<file path="src/hdl/moaep_pkg.sv">
// Shared types and constants for the motor output arbiter and ESC programmer.
package moaep_pkg;

	localparam int MOTORS  = 4;
	localparam int VAL_W   = 11;
	localparam int CMD_W   = 6;
	localparam int DELAY_W = 16;
	localparam int REP_W   = 8;
	localparam int IN_W    = 16;

	typedef logic [VAL_W-1:0]   val_t;
	typedef logic [CMD_W-1:0]   cmd_t;
	typedef logic [DELAY_W-1:0] delay_t;
	typedef logic [REP_W-1:0]   rep_t;

	typedef enum logic [3:0] {
		OP_TICK       = 4'd0,
		OP_ARM        = 4'd1,
		OP_DISARM     = 4'd2,
		OP_CLEAR_TEST = 4'd3,
		OP_TEST       = 4'd4,
		OP_DIR_FIX    = 4'd5,
		OP_DIR        = 4'd6,
		OP_RAW        = 4'd7,
		OP_FAILSAFE   = 4'd8,
		OP_THROTTLE   = 4'd9,
		OP_RC_INPUT   = 4'd10,
		OP_CONTROL    = 4'd11,
		OP_STATUS     = 4'd12
	} opcode_t;

	typedef enum logic [2:0] {
		PH_IDLE   = 3'd0,
		PH_INIT   = 3'd1,
		PH_DIR    = 3'd2,
		PH_SAVE   = 3'd3,
		PH_SDELAY = 3'd4
	} phase_t;

	typedef enum logic [1:0] {
		MODE_DISARMED = 2'd0,
		MODE_ARMED    = 2'd1,
		MODE_FAILSAFE = 2'd2
	} mode_t;

	typedef enum logic [1:0] {
		KIND_THROTTLE = 2'd0,
		KIND_COMMAND  = 2'd1,
		KIND_STATUS   = 2'd2
	} kind_t;

	typedef enum logic [2:0] {
		REG_THROTTLE_FLOOR   = 3'd0,
		REG_THROTTLE_CEILING = 3'd1,
		REG_TEST_LIMIT       = 3'd2,
		REG_INITIAL_WAIT     = 3'd3,
		REG_COMMAND_REPEATS  = 3'd4,
		REG_SAVE_WAIT        = 3'd5
	} reg_index_t;

	localparam cmd_t CMD_STOP = 6'd0;
	localparam cmd_t CMD_DIR1 = 6'd7;
	localparam cmd_t CMD_DIR2 = 6'd8;
	localparam cmd_t CMD_SAVE = 6'd12;
	localparam logic [IN_W-1:0] CMD_MAX = 16'd47;

	localparam val_t   RST_THROTTLE_FLOOR   = 11'd1000;
	localparam val_t   RST_THROTTLE_CEILING = 11'd2000;
	localparam val_t   RST_TEST_LIMIT       = 11'd300;
	localparam delay_t RST_INITIAL_WAIT     = 16'd500;
	localparam rep_t   RST_COMMAND_REPEATS  = 8'd10;
	localparam delay_t RST_SAVE_WAIT        = 16'd100;

	typedef struct packed {
		val_t   throttle_floor;
		val_t   throttle_ceiling;
		val_t   test_limit;
		delay_t initial_wait;
		rep_t   command_repeats;
		delay_t save_wait;
	} cfg_t;

	typedef struct packed {
		logic [3:0]                opcode;
		logic                      frame_ready;
		logic [2:0]                motor_sel;
		logic [IN_W-1:0]           value;
		logic                      flag_a;
		logic                      rc_arm;
		logic [MOTORS-1:0][VAL_W-1:0] ctl_out;
	} item_t;

	typedef struct packed {
		kind_t                        kind;
		logic [MOTORS-1:0][VAL_W-1:0] outs;
		mode_t                        arm_status;
		val_t                         rc_throttle;
	} result_t;

endpackage

</file>
<file path="src/hdl/moaep_cfg_regs.sv">
// Configuration register file for clamp limits, test limit and programming timing.
module moaep_cfg_regs import moaep_pkg::*; (
	input  logic        clk,
	input  logic        arst_n,
	input  logic        cfg_valid,
	input  logic [2:0]  cfg_index,
	input  logic [15:0] cfg_data,
	output cfg_t        cfg
);

	cfg_t cfg_q;

	always_ff @(posedge clk or negedge arst_n) begin
		if (!arst_n) begin
			cfg_q.throttle_floor   <= RST_THROTTLE_FLOOR;
			cfg_q.throttle_ceiling <= RST_THROTTLE_CEILING;
			cfg_q.test_limit       <= RST_TEST_LIMIT;
			cfg_q.initial_wait     <= RST_INITIAL_WAIT;
			cfg_q.command_repeats  <= RST_COMMAND_REPEATS;
			cfg_q.save_wait        <= RST_SAVE_WAIT;
		end else if (cfg_valid) begin
			case (reg_index_t'(cfg_index))
				REG_THROTTLE_FLOOR:   cfg_q.throttle_floor   <= cfg_data[VAL_W-1:0];
				REG_THROTTLE_CEILING: cfg_q.throttle_ceiling <= cfg_data[VAL_W-1:0];
				REG_TEST_LIMIT:       cfg_q.test_limit       <= cfg_data[VAL_W-1:0];
				REG_INITIAL_WAIT:     cfg_q.initial_wait     <= cfg_data[DELAY_W-1:0];
				REG_COMMAND_REPEATS:  cfg_q.command_repeats  <= cfg_data[REP_W-1:0];
				REG_SAVE_WAIT:        cfg_q.save_wait        <= cfg_data[DELAY_W-1:0];
				default: begin
				end
			endcase
		end
	end

	assign cfg = cfg_q;

endmodule

</file>
<file path="src/hdl/moaep_ctrl.sv">
// Event decoder, arming/test/programming state and frame selection.
module moaep_ctrl import moaep_pkg::*; (
	input  logic    clk,
	input  logic    arst_n,
	input  logic    fire,
	input  item_t   item,
	input  cfg_t    cfg,
	output logic    res_valid,
	output result_t result
);

	mode_t                        arm_q, arm_d;
	val_t                         rc_q, rc_d;
	logic                         test_active_q, test_active_d;
	logic [MOTORS-1:0][VAL_W-1:0] test_vals_q, test_vals_d;
	phase_t                       phase_q, phase_d;
	delay_t                       delay_q, delay_d;
	rep_t                         repeat_q, repeat_d;
	logic [MOTORS-1:0][CMD_W-1:0] dir_cmds_q, dir_cmds_d;
	logic [MOTORS-1:0][CMD_W-1:0] save_cmds_q, save_cmds_d;
	logic                         ctl_active_q, ctl_active_d;
	logic [MOTORS-1:0][VAL_W-1:0] ctl_vals_q, ctl_vals_d;
	logic [MOTORS-1:0][VAL_W-1:0] last_q, last_d;

	kind_t kind;
	rep_t  rep_dec;
	val_t  rc_clamped;
	val_t  test_sat;
	logic  idx_ok;
	logic  [1:0] idx;
	logic  start_prog;

	// A floor above the ceiling still gives the floor for low values and the ceiling otherwise.
	always_comb begin
		if (item.value < {{(IN_W-VAL_W){1'b0}}, cfg.throttle_floor}) begin
			rc_clamped = cfg.throttle_floor;
		end else if (item.value > {{(IN_W-VAL_W){1'b0}}, cfg.throttle_ceiling}) begin
			rc_clamped = cfg.throttle_ceiling;
		end else begin
			rc_clamped = item.value[VAL_W-1:0];
		end
		if (item.value > {{(IN_W-VAL_W){1'b0}}, cfg.test_limit}) begin
			test_sat = cfg.test_limit;
		end else begin
			test_sat = item.value[VAL_W-1:0];
		end
	end

	assign idx_ok  = ~item.motor_sel[2];
	assign idx     = item.motor_sel[1:0];
	assign rep_dec = (repeat_q == '0) ? '0 : repeat_q - 1'b1;

	always_comb begin
		arm_d         = arm_q;
		rc_d          = rc_q;
		test_active_d = test_active_q;
		test_vals_d   = test_vals_q;
		phase_d       = phase_q;
		delay_d       = delay_q;
		repeat_d      = repeat_q;
		dir_cmds_d    = dir_cmds_q;
		save_cmds_d   = save_cmds_q;
		ctl_active_d  = ctl_active_q;
		ctl_vals_d    = ctl_vals_q;
		last_d        = last_q;
		kind          = KIND_THROTTLE;
		res_valid     = 1'b0;
		start_prog    = 1'b0;

		if (fire) begin
			case (opcode_t'(item.opcode))
				OP_TICK: begin
					if (item.frame_ready) begin
						res_valid = 1'b1;
						last_d    = '0;
						case (phase_q)
							PH_IDLE: begin
								if (test_active_q) begin
									last_d = test_vals_q;
								end else if (arm_q == MODE_ARMED && ctl_active_q) begin
									last_d = ctl_vals_q;
								end
							end
							PH_INIT: begin
								if (delay_q != '0) begin
									delay_d = delay_q - 1'b1;
								end else begin
									phase_d  = PH_DIR;
									repeat_d = cfg.command_repeats;
								end
							end
							PH_DIR: begin
								kind = KIND_COMMAND;
								for (int i = 0; i < MOTORS; i++) begin
									last_d[i] = {{(VAL_W-CMD_W){1'b0}}, dir_cmds_q[i]};
								end
								if (rep_dec == '0) begin
									phase_d  = PH_SAVE;
									repeat_d = cfg.command_repeats;
								end else begin
									repeat_d = rep_dec;
								end
							end
							PH_SAVE: begin
								kind = KIND_COMMAND;
								for (int i = 0; i < MOTORS; i++) begin
									last_d[i] = {{(VAL_W-CMD_W){1'b0}}, save_cmds_q[i]};
								end
								if (rep_dec == '0) begin
									phase_d  = PH_SDELAY;
									repeat_d = '0;
									delay_d  = cfg.save_wait;
								end else begin
									repeat_d = rep_dec;
								end
							end
							PH_SDELAY: begin
								if (delay_q != '0) begin
									delay_d = delay_q - 1'b1;
								end else begin
									phase_d     = PH_IDLE;
									delay_d     = '0;
									repeat_d    = '0;
									dir_cmds_d  = '0;
									save_cmds_d = '0;
								end
							end
							default: begin
								phase_d = PH_IDLE;
							end
						endcase
					end
				end
				OP_ARM: begin
					arm_d = MODE_ARMED;
					rc_d  = cfg.throttle_floor;
				end
				OP_DISARM: begin
					arm_d         = MODE_DISARMED;
					rc_d          = cfg.throttle_floor;
					test_active_d = 1'b0;
					test_vals_d   = '0;
					phase_d       = PH_IDLE;
					delay_d       = '0;
					repeat_d      = '0;
					dir_cmds_d    = '0;
					save_cmds_d   = '0;
					ctl_active_d  = 1'b0;
					ctl_vals_d    = '0;
					last_d        = '0;
				end
				OP_CLEAR_TEST: begin
					test_active_d = 1'b0;
					test_vals_d   = '0;
					phase_d       = PH_IDLE;
					delay_d       = '0;
					repeat_d      = '0;
					dir_cmds_d    = '0;
					save_cmds_d   = '0;
				end
				OP_TEST: begin
					if (idx_ok) begin
						test_vals_d      = '0;
						test_vals_d[idx] = test_sat;
						test_active_d    = 1'b1;
					end
				end
				OP_DIR_FIX: begin
					dir_cmds_d  = {CMD_DIR1, CMD_DIR2, CMD_DIR2, CMD_DIR2};
					save_cmds_d = {MOTORS{CMD_SAVE}};
					start_prog  = 1'b1;
				end
				OP_DIR: begin
					if (idx_ok) begin
						dir_cmds_d       = '0;
						save_cmds_d      = '0;
						dir_cmds_d[idx]  = item.flag_a ? CMD_DIR2 : CMD_DIR1;
						save_cmds_d[idx] = CMD_SAVE;
						start_prog       = 1'b1;
					end
				end
				OP_RAW: begin
					if (idx_ok && item.value <= CMD_MAX) begin
						dir_cmds_d       = '0;
						save_cmds_d      = '0;
						dir_cmds_d[idx]  = item.value[CMD_W-1:0];
						save_cmds_d[idx] = item.flag_a ? CMD_SAVE : CMD_STOP;
						start_prog       = 1'b1;
					end
				end
				OP_FAILSAFE: begin
					if (item.flag_a) begin
						arm_d = MODE_FAILSAFE;
					end else if (arm_q == MODE_FAILSAFE) begin
						arm_d = MODE_DISARMED;
					end
				end
				OP_THROTTLE: begin
					rc_d = rc_clamped;
				end
				OP_RC_INPUT: begin
					rc_d = rc_clamped;
					if (item.flag_a) begin
						arm_d = MODE_FAILSAFE;
					end else if (!item.rc_arm) begin
						arm_d = MODE_DISARMED;
					end else begin
						arm_d = MODE_ARMED;
					end
				end
				OP_CONTROL: begin
					ctl_active_d = item.flag_a;
					ctl_vals_d   = item.flag_a ? item.ctl_out : '0;
				end
				OP_STATUS: begin
					res_valid = 1'b1;
					kind      = KIND_STATUS;
				end
				default: begin
				end
			endcase

			// Every way into the programming sequence leaves the motors stopped and disarmed.
			if (start_prog) begin
				arm_d         = MODE_DISARMED;
				rc_d          = cfg.throttle_floor;
				test_active_d = 1'b0;
				test_vals_d   = '0;
				last_d        = '0;
				phase_d       = PH_INIT;
				delay_d       = cfg.initial_wait;
				repeat_d      = '0;
			end
		end

		result.kind        = kind;
		result.outs        = last_d;
		result.arm_status  = arm_d;
		result.rc_throttle = rc_d;
	end

	always_ff @(posedge clk or negedge arst_n) begin
		if (!arst_n) begin
			arm_q         <= MODE_DISARMED;
			rc_q          <= RST_THROTTLE_FLOOR;
			test_active_q <= 1'b0;
			test_vals_q   <= '0;
			phase_q       <= PH_IDLE;
			delay_q       <= '0;
			repeat_q      <= '0;
			dir_cmds_q    <= '0;
			save_cmds_q   <= '0;
			ctl_active_q  <= 1'b0;
			ctl_vals_q    <= '0;
			last_q        <= '0;
		end else begin
			arm_q         <= arm_d;
			rc_q          <= rc_d;
			test_active_q <= test_active_d;
			test_vals_q   <= test_vals_d;
			phase_q       <= phase_d;
			delay_q       <= delay_d;
			repeat_q      <= repeat_d;
			dir_cmds_q    <= dir_cmds_d;
			save_cmds_q   <= save_cmds_d;
			ctl_active_q  <= ctl_active_d;
			ctl_vals_q    <= ctl_vals_d;
			last_q        <= last_d;
		end
	end

	// The sequencer only returns to idle through a full clear of its counters.
	assert property (@(posedge clk) disable iff (!arst_n)
		(phase_q == PH_IDLE) |-> (delay_q == '0 && repeat_q == '0))
		else $error("idle programming phase with live counters");

	// A valid motor test transaction always enables test output.
	assert property (@(posedge clk) disable iff (!arst_n)
		(fire && item.opcode == OP_TEST && !item.motor_sel[2]) |=> test_active_q)
		else $error("motor test not activated");

endmodule

</file>
<file path="src/hdl/motor_output_arbiter_esc_programmer_core.sv">
// Top level: input register, control logic and output register of the motor output arbiter.
//
// Channel   Dir  Handshake             Payload
// s_*       in   s_tvalid / s_tready   s_tuser opcode, s_tdata event fields
// m_*       out  m_tvalid / m_tready   m_tuser frame kind, m_tdata frame and status
// cfg_*     in   cfg_valid / cfg_ready cfg_index register, cfg_data value
//
// One transaction is accepted per cycle unless the output stalls; it sits in the input register,
// then the state update writes its result, if it has one, to the output register.
// Throughput is one event per cycle while the output is not stalled.
// Reset clears all but the data registers at once, with no sweep; cfg_ready is always high.
// A stalled output holds the input register, and s_tready drops only when both are full.
module motor_output_arbiter_esc_programmer_core import moaep_pkg::*; (
	input  logic        clk,
	input  logic        arst_n,
	input  logic        s_tvalid,
	output logic        s_tready,
	input  logic [71:0] s_tdata,  // frame_ready, motor_sel[2:0], value[15:0], flag_a,
	                              // rc_arm, ctl_out0..ctl_out3 [10:0], zero pad
	input  logic [3:0]  s_tuser,  // opcode
	output logic        m_tvalid,
	input  logic        m_tready,
	output logic [63:0] m_tdata,  // out0..out3 [10:0], arm_status[1:0],
	                              // rc_throttle_now[10:0], zero pad
	output logic [1:0]  m_tuser,  // kind
	input  logic        cfg_valid,
	output logic        cfg_ready,
	input  logic [2:0]  cfg_index,
	input  logic [15:0] cfg_data
);

	cfg_t    cfg;
	item_t   item_in;
	item_t   item_s1;
	logic    valid_s1;
	logic    advance;
	logic    fire;
	logic    res_valid;
	result_t result;
	result_t result_s2;
	logic    valid_s2;

	assign cfg_ready = 1'b1;

	moaep_cfg_regs u_cfg (
		.clk       (clk),
		.arst_n    (arst_n),
		.cfg_valid (cfg_valid),
		.cfg_index (cfg_index),
		.cfg_data  (cfg_data),
		.cfg       (cfg)
	);

	always_comb begin
		item_in.opcode      = s_tuser;
		item_in.frame_ready = s_tdata[0];
		item_in.motor_sel   = s_tdata[3:1];
		item_in.value       = s_tdata[19:4];
		item_in.flag_a      = s_tdata[20];
		item_in.rc_arm      = s_tdata[21];
		for (int i = 0; i < MOTORS; i++) begin
			item_in.ctl_out[i] = s_tdata[22 + VAL_W*i +: VAL_W];
		end
	end

	assign advance  = !valid_s2 || m_tready;
	assign fire     = valid_s1 && advance;
	assign s_tready = !valid_s1 || advance;

	always_ff @(posedge clk or negedge arst_n) begin
		if (!arst_n) begin
			valid_s1 <= 1'b0;
		end else if (s_tready) begin
			valid_s1 <= s_tvalid;
		end
	end

	always_ff @(posedge clk) begin
		if (s_tready) begin
			item_s1 <= item_in;
		end
	end

	moaep_ctrl u_ctrl (
		.clk       (clk),
		.arst_n    (arst_n),
		.fire      (fire),
		.item      (item_s1),
		.cfg       (cfg),
		.res_valid (res_valid),
		.result    (result)
	);

	always_ff @(posedge clk or negedge arst_n) begin
		if (!arst_n) begin
			valid_s2 <= 1'b0;
		end else if (advance) begin
			valid_s2 <= fire && res_valid;
		end
	end

	always_ff @(posedge clk) begin
		if (advance) begin
			result_s2 <= result;
		end
	end

	assign m_tvalid = valid_s2;
	assign m_tuser  = result_s2.kind;
	assign m_tdata  = {7'b0, result_s2.rc_throttle, result_s2.arm_status, result_s2.outs};

	// A held input register keeps its transaction until the output side frees up.
	assert property (@(posedge clk) disable iff (!arst_n)
		(valid_s1 && !advance) |=> (valid_s1 && $stable(item_s1)))
		else $error("input register lost a stalled transaction");

	// A new result only appears after an event was processed.
	assert property (@(posedge clk) disable iff (!arst_n)
		(!m_tvalid ##1 m_tvalid) |-> $past(fire))
		else $error("result appeared without a processed event");

endmodule
</file>
<file path="config.mk">
export PLATFORM = sky130hd
export DESIGN_NAME = motor_output_arbiter_esc_programmer_core
export DESIGN_NICKNAME = d
export VERILOG_FILES = /design/src/hdl/moaep_pkg.sv /design/src/hdl/moaep_cfg_regs.sv /design/src/hdl/moaep_ctrl.sv /design/src/hdl/motor_output_arbiter_esc_programmer_core.sv
export SDC_FILE = /design/constraint.sdc
export NUM_CORES = 1
export LEC_CHECK = 0
export ABC_AREA = 1
export CORE_AREA = 2 2 298 153
export DETAILED_ROUTE_END_ITERATION = 12
export DIE_AREA = 0 0 300 155
export DONT_BUFFER_PORTS = 1
export REMOVE_ABC_BUFFERS = 1
export SYNTH_ARGS = -nofsm -noshare
export SYNTH_HDL_FRONTEND = slang
export SYNTH_HIERARCHICAL = 1
export SYNTH_SLANG_ARGS = --single-unit
</file>
<file path="constraint.sdc">
create_clock -name clk -period 3 [get_ports clk]
set_input_delay 0.3 -clock clk [delete_from_list [all_inputs] [get_ports clk]]
set_output_delay 0.3 -clock clk [all_outputs]
set_load 0.05 [all_outputs]
</file>
# Word level (Yosys, flattened, before mapping)
# Index checks and enable logic that the tools add are counted.
dict set report totals {
  regBits 426
  latch_bits 0
  mem_bits_rw 0
  rom_bits 0
  out_inout_bits 69
  word_cells 216
  memories 0
}
dict set report op_classes {
  add_sub_neg 2
  mul 0
  div 0
  magnitude_cmp 6
  n_eq_ne 38
  shifts 0
  mux 78
  bitwise 5
  reduce_logical 35
}
# op count
set op_table {}
lappend op_table {{two-way mux 44 bit} 8}
lappend op_table {{case mux 44 bit (2 select lines)} 3}
lappend op_table {{case mux 24 bit (5 select lines)} 2}
lappend op_table {{two-way mux 24 bit} 7}
lappend op_table {{case mux 44 bit (3 select lines)} 1}
lappend op_table {{two-way mux 16 bit} 5}
lappend op_table {{AND 24 bit} 3}
lappend op_table {{two-way mux 11 bit} 6}
lappend op_table {{two-way mux 8 bit} 7}
lappend op_table {{case mux 16 bit (3 select lines)} 1}
lappend op_table {{AND 44 bit} 1}
lappend op_table {{> comparator 16 x 11 -> 1 bit} 2}
lappend op_table {{case mux 16 bit (2 select lines)} 1}
lappend op_table {{case mux 8 bit (4 select lines)} 1}
lappend op_table {{demux 11 bit (select 2 bit)} 1}
lappend op_table {{case mux 11 bit (2 select lines)} 1}
lappend op_table {{equality test 4 bit (second input constant)} 5}
lappend op_table {{two-way mux 3 bit} 6}
lappend op_table {{equality test 4 x 3 -> 1 bit (second input constant)} 4}
lappend op_table {{<= comparator 16 x 6 -> 1 bit (second input constant)} 1}
lappend op_table {{zero test 8 bit} 2}
lappend op_table {{less-than comparator 16 x 11 -> 1 bit} 1}
lappend op_table {{case mux 8 bit (2 select lines)} 1}
lappend op_table {{nonzero test 16 bit} 1}
lappend op_table {{44 further kinds} 93}

# Logic depth before layout (Yosys ltp)
dict set report depth {
  depth_word 9
  mapped_depth 19
  depth_no_buf 18
}

# By module
# The synthesis kept the hierarchy.
# module n_inst cells_each area_per_inst_um2 seq_area_each_um2
set by_module_without_submodules {}
lappend by_module_without_submodules {moaep_ctrl 1 1763 12555.8 5062.4}
lappend by_module_without_submodules {motor_output_arbiter_esc_programmer_core 1 149 4026.4 3923.8}
lappend by_module_without_submodules {moaep_cfg_regs 1 328 2914.0 1860.5}

# Worst setup path after synthesis
# OpenSTA, ideal clock, no wires.
dict set report synth_timing {
  path_kind {reg2reg}
  startpoint {register valid_s2 (netlist: m_tvalid)}
  endpoint {register item_s1[0] (netlist bit) (enable)}
  setup_time_ns 1.057
  t_arrival_ns 2.691
  required_time_ns 1.943
  slack_ns -0.748
  path_stages_with_launch 2
  cell_sequence {dfrtp_1 -> nand3_1}
}
dict set report synth_between {
  elab_chain_cells 3
}
# item line_no
set synth_lines {}
lappend synth_lines {{start, declared} motor_output_arbiter_esc_programmer_core.sv:41} ;# logic valid_s2;
lappend synth_lines {{start signal, assigned} motor_output_arbiter_esc_programmer_core.sv:98} ;# valid_s2 <= fire && res_valid;
lappend synth_lines {{zero test 1 bit} motor_output_arbiter_esc_programmer_core.sv:66} ;# assign advance = !valid_s2 || m_tready;
lappend synth_lines {{logical OR 1 bit} motor_output_arbiter_esc_programmer_core.sv:66}
lappend synth_lines {{logical OR 1 bit} motor_output_arbiter_esc_programmer_core.sv:68} ;# assign s_tready = !valid_s1 || advance;
lappend synth_lines {{net s_tready} motor_output_arbiter_esc_programmer_core.sv:17} ;# output logic s_tready,
lappend synth_lines {{end signal, assigned} motor_output_arbiter_esc_programmer_core.sv:80} ;# item_s1 <= item_in;
lappend synth_lines {{end, declared} motor_output_arbiter_esc_programmer_core.sv:34} ;# item_t item_s1;
# The timed path passes the listed nets, and every way through them passes these cells.
# A chain may end at the register's enable or synchronous reset.

==> metrics.txt <==
status=finished with violations; failing checks=negative hold slack; Max-Cap Viols=0; NetSw=5.04 mW; worst min-delay path category=in -> async; TritonCTS Buffers=39; Final Hold Fails=277; fill count=4174; Initial Util=44.1%; vias per cell=5.39; Core ar.=44200 µm²; Layout Utilization=50.8%; clock root cell=clkbuf_16; pre-CTS setup slack=339 ps; cell internal pwr=10.6 mW; clk_skew=18.8 ps; Slew HR=36.3%; chip width=300 µm; first-pass GRT wire length=86900 µm; maximum root-to-sink buffer count=3; RSZ-0062 raised after global routing=false; top-count cell post-synth=nand2_1; post-synth design cell area=19500 µm²; Main synth FF type=dfrtp_1; sequential share of the synthesized area=55.6%; top cells by count, synth=nand2_1 (673), dfrtp_1 (244), nand3_1 (243); Skew-Pair Late Insertion Delay=550 ps; critical path class=reg -> reg; Reg clk slew, reported paths=70 ps; final slew viol count=0; CP required=3310 ps; Mapped Cells=2240; Layout Cells excl Fill=2951; Routed WL per cell=18.8 µm; total grt overflow=0; Sw Share=32.2%; Critical Path Sink Type=flop; gpl congestion=0.928; area grow syn2layout=15.2%; library cells used by synthesis=45; WL final=55600 µm; vias in the first global route=15000; drt drc=0; # H-tree levels=2; delay-heaviest family, CP=simple AND/OR/NAND/NOR gates; Initial DRC Count=1630; Synth Register Bits=406; pin count of the biggest net entering global routing=278; Die Footprint=46500 µm²; fin crit period=2710 ps; via count=15900; first drt pass iteration count=5; clock sinks=406; Worst Slack Setup Final=292 ps; fmax=0.369 GHz; Tcrit/Tclk final=90.3%; Worst-Margin Slew=955 ps; fraction of layout cells with a size suffix above 1=8.55%; port buffer count=0; Hold Buf Count CTS=90; Critical Path AT=3010 ps; post-synth top area cell=dfrtp_1; DRT antenna net count=0; Startpoint Class=flop; ys async rst share=68.2%; peak supply drop=0.439 mV; die height=155 µm; Placed Cells=2789; synth warn=6; antenna violations before repair=1; worst reg2reg setup slack=290 ps; Tot GR Track Use=23.9%; Final HPWL DP=38100 µm; register share of total power=45.7%; dpl cell area=20200 µm²; Final #Nets=2458; IO Pins=169; power share of the clock group=34.2%; Synth top area share=31.3%; hold slack=-544 ps; Post-synth EDFFs=129; LEAKAGE=10.6 nW; Crit Path Max Fanout=12; WP buf/inv=1; top cells by area, synth=dfrtp_1 (31%), edfxtp_1 (20%), nand2_1 (13%); final instance area=22500 µm²; Crit-path slowest cell=edfxtp_1; Logic pwr share=20.2%; crit path cell chain=ha_1, nand2_1, inv_1, nand2_1, nand2_1, nand2_1, nand2_1, nand2_1, nand2_1, nand3_1, nand2_1, nand2_1, nand2_1, nand2_1; CP most frequent cell=nand2_1; Critical Path Max Stage Delay=620 ps; CTS tree=done; PwrDens=698 nW/µm²; num rows=55; count of final setup violators=0; syn_area_per_cell=8.70 µm²
layout by cell type, fill, tap and decap left out, types with 3 or more instances in the layout:
| master | count |
|---|---|
| nand2_1 | 672 |
| dfrtp_1 | 243 |
| nand3_1 | 242 |
| inv_1 | 235 |
| o21ai_0 | 169 |
| edfxtp_1 | 129 |
| nor2_1 | 110 |
| dlygate4sd3_1 | 90 |
| o22ai_1 | 49 |
| buf_4 | 47 |
| clkbuf_16 | 43 |
| a22oi_1 | 38 |
| a21oi_1 | 37 |
| ha_1 | 36 |
| dfstp_2 | 33 |
| nand4_1 | 17 |
| nor3_1 | 15 |
| inv_2 | 13 |
| a221oi_1 | 11 |
| xor2_1 | 10 |
| nor2_4 | 9 |
| conb_1 | 8 |
| clkinv_1 | 8 |
| nand2_2 | 8 |
| o31ai_1 | 7 |
| clkinv_2 | 6 |
| nor2_2 | 6 |
| nand2_4 | 5 |
| bufinv_16 | 5 |
| o21bai_1 | 5 |
| inv_4 | 4 |
| a21o_1 | 4 |
| nand3b_1 | 4 |
| clkbuf_1 | 3 |
| clkinv_4 | 3 |
| clkbuf_8 | 3 |
| o21ai_2 | 3 |
| xnor2_1 | 3 |
worst reg2reg max path, cell delays in order (launching register included):
cell and delay, ps:
edfxtp_1 620, ha_1 390, nand2_1 50, inv_1 50, nand2_1 50, nand2_1 70
nand2_1 50, nand2_1 50, nand2_1 270, nand2_1 460, nand3_1 150, nand2_1 90
nand2_1 50, nand2_1 60, nand2_1 60
cell type report:
class | count | area [µm²] | area share [%]
tap | 598 | 748 | 3.33
timing repair buffer | 139 | 1290 | 5.76
sequential | 406 | 10800 | 48.3
multi-input combinational | 1482 | 7220 | 32.2
antenna | 1 | 2.50 | 0.0111
clock inverter | 22 | 253 | 1.13
inverter | 254 | 956 | 4.26
clock buffer | 49 | 1130 | 5.03
per-layer routing:
layer	part of all wire, %	up-vias	track usage (%)
li1	-	7538	-
met1	51	7736	38.7
met2	40	568	32.3
met3	8.2	68	5.42
met4	1.6	0	4.38
met5	0	-	0
power by group through the flow:
stage                     logic, mW  registers [mW]  clock network, mW
final                          3.16            7.15               5.35
after global routing           3.56            7.23               5.72
after CTS                      3.10            7.15               5.47
after detailed placement       2.96            7.24                  0
after global placement         2.89            7.23                  0
after floorplan                2.18            7.11                  0
state kept, by name (all words and copies together), names as in the netlist, 8 cells and up:
signal,count
u_ctrl/rc_q,11
u_ctrl/last_q,44
item_s1,70
u_ctrl/repeat_q,8
m_tdata,57
u_ctrl/ctl_vals_q,44
u_ctrl/test_vals_q,44
u_cfg/cfg,73
u_ctrl/delay_q,16
u_ctrl/dir_cmds_q,24
cell families after synthesis:
family                   share of synthesized area, %
AO/OA/AOI/OAI                                    9.88
XOR/XNOR                                        0.584
adder cells (fa/ha/maj)                          2.31
buffers and inverters                            7.59
flip-flops                                       55.6
other                                          0.0385
AND/OR/NAND/NOR                                  24.0
path summary, 6_finish.rpt:
check / endpoint / startpoint / depth (start not counted)
setup / recovery: m_tdata[46] / item_s1[48] / 14
hold / removal: u_ctrl/repeat_q[6] / arst_n / 0
setup reg to reg: m_tdata[46] / item_s1[48] / 14
hold reg to reg: u_cfg/cfg[43] / u_cfg/cfg[43] / 2
max in group asynchronous: u_cfg/cfg[71] / arst_n / 0
min in group clk: u_cfg/cfg[65] / cfg_index[2] / 3
stage by stage:
step / TNS, ps / total power [mW]
3_5_place_dp: 0 / 10.2
2_1_floorplan: -301510 / 9.29
6_report: 0 / 15.7
3_3_place_gp: 0 / 10.1
4_1_cts: 0 / 15.7
5_1_grt: 0 / 16.5
repair_timing:
item                                   4_1_cts  5_1_grt
buffers inserted                             0        0
gates resized for setup                      0        0
endpoints found under the hold margin      421      277
Note: power is estimated with default switching activity, not from simulation.
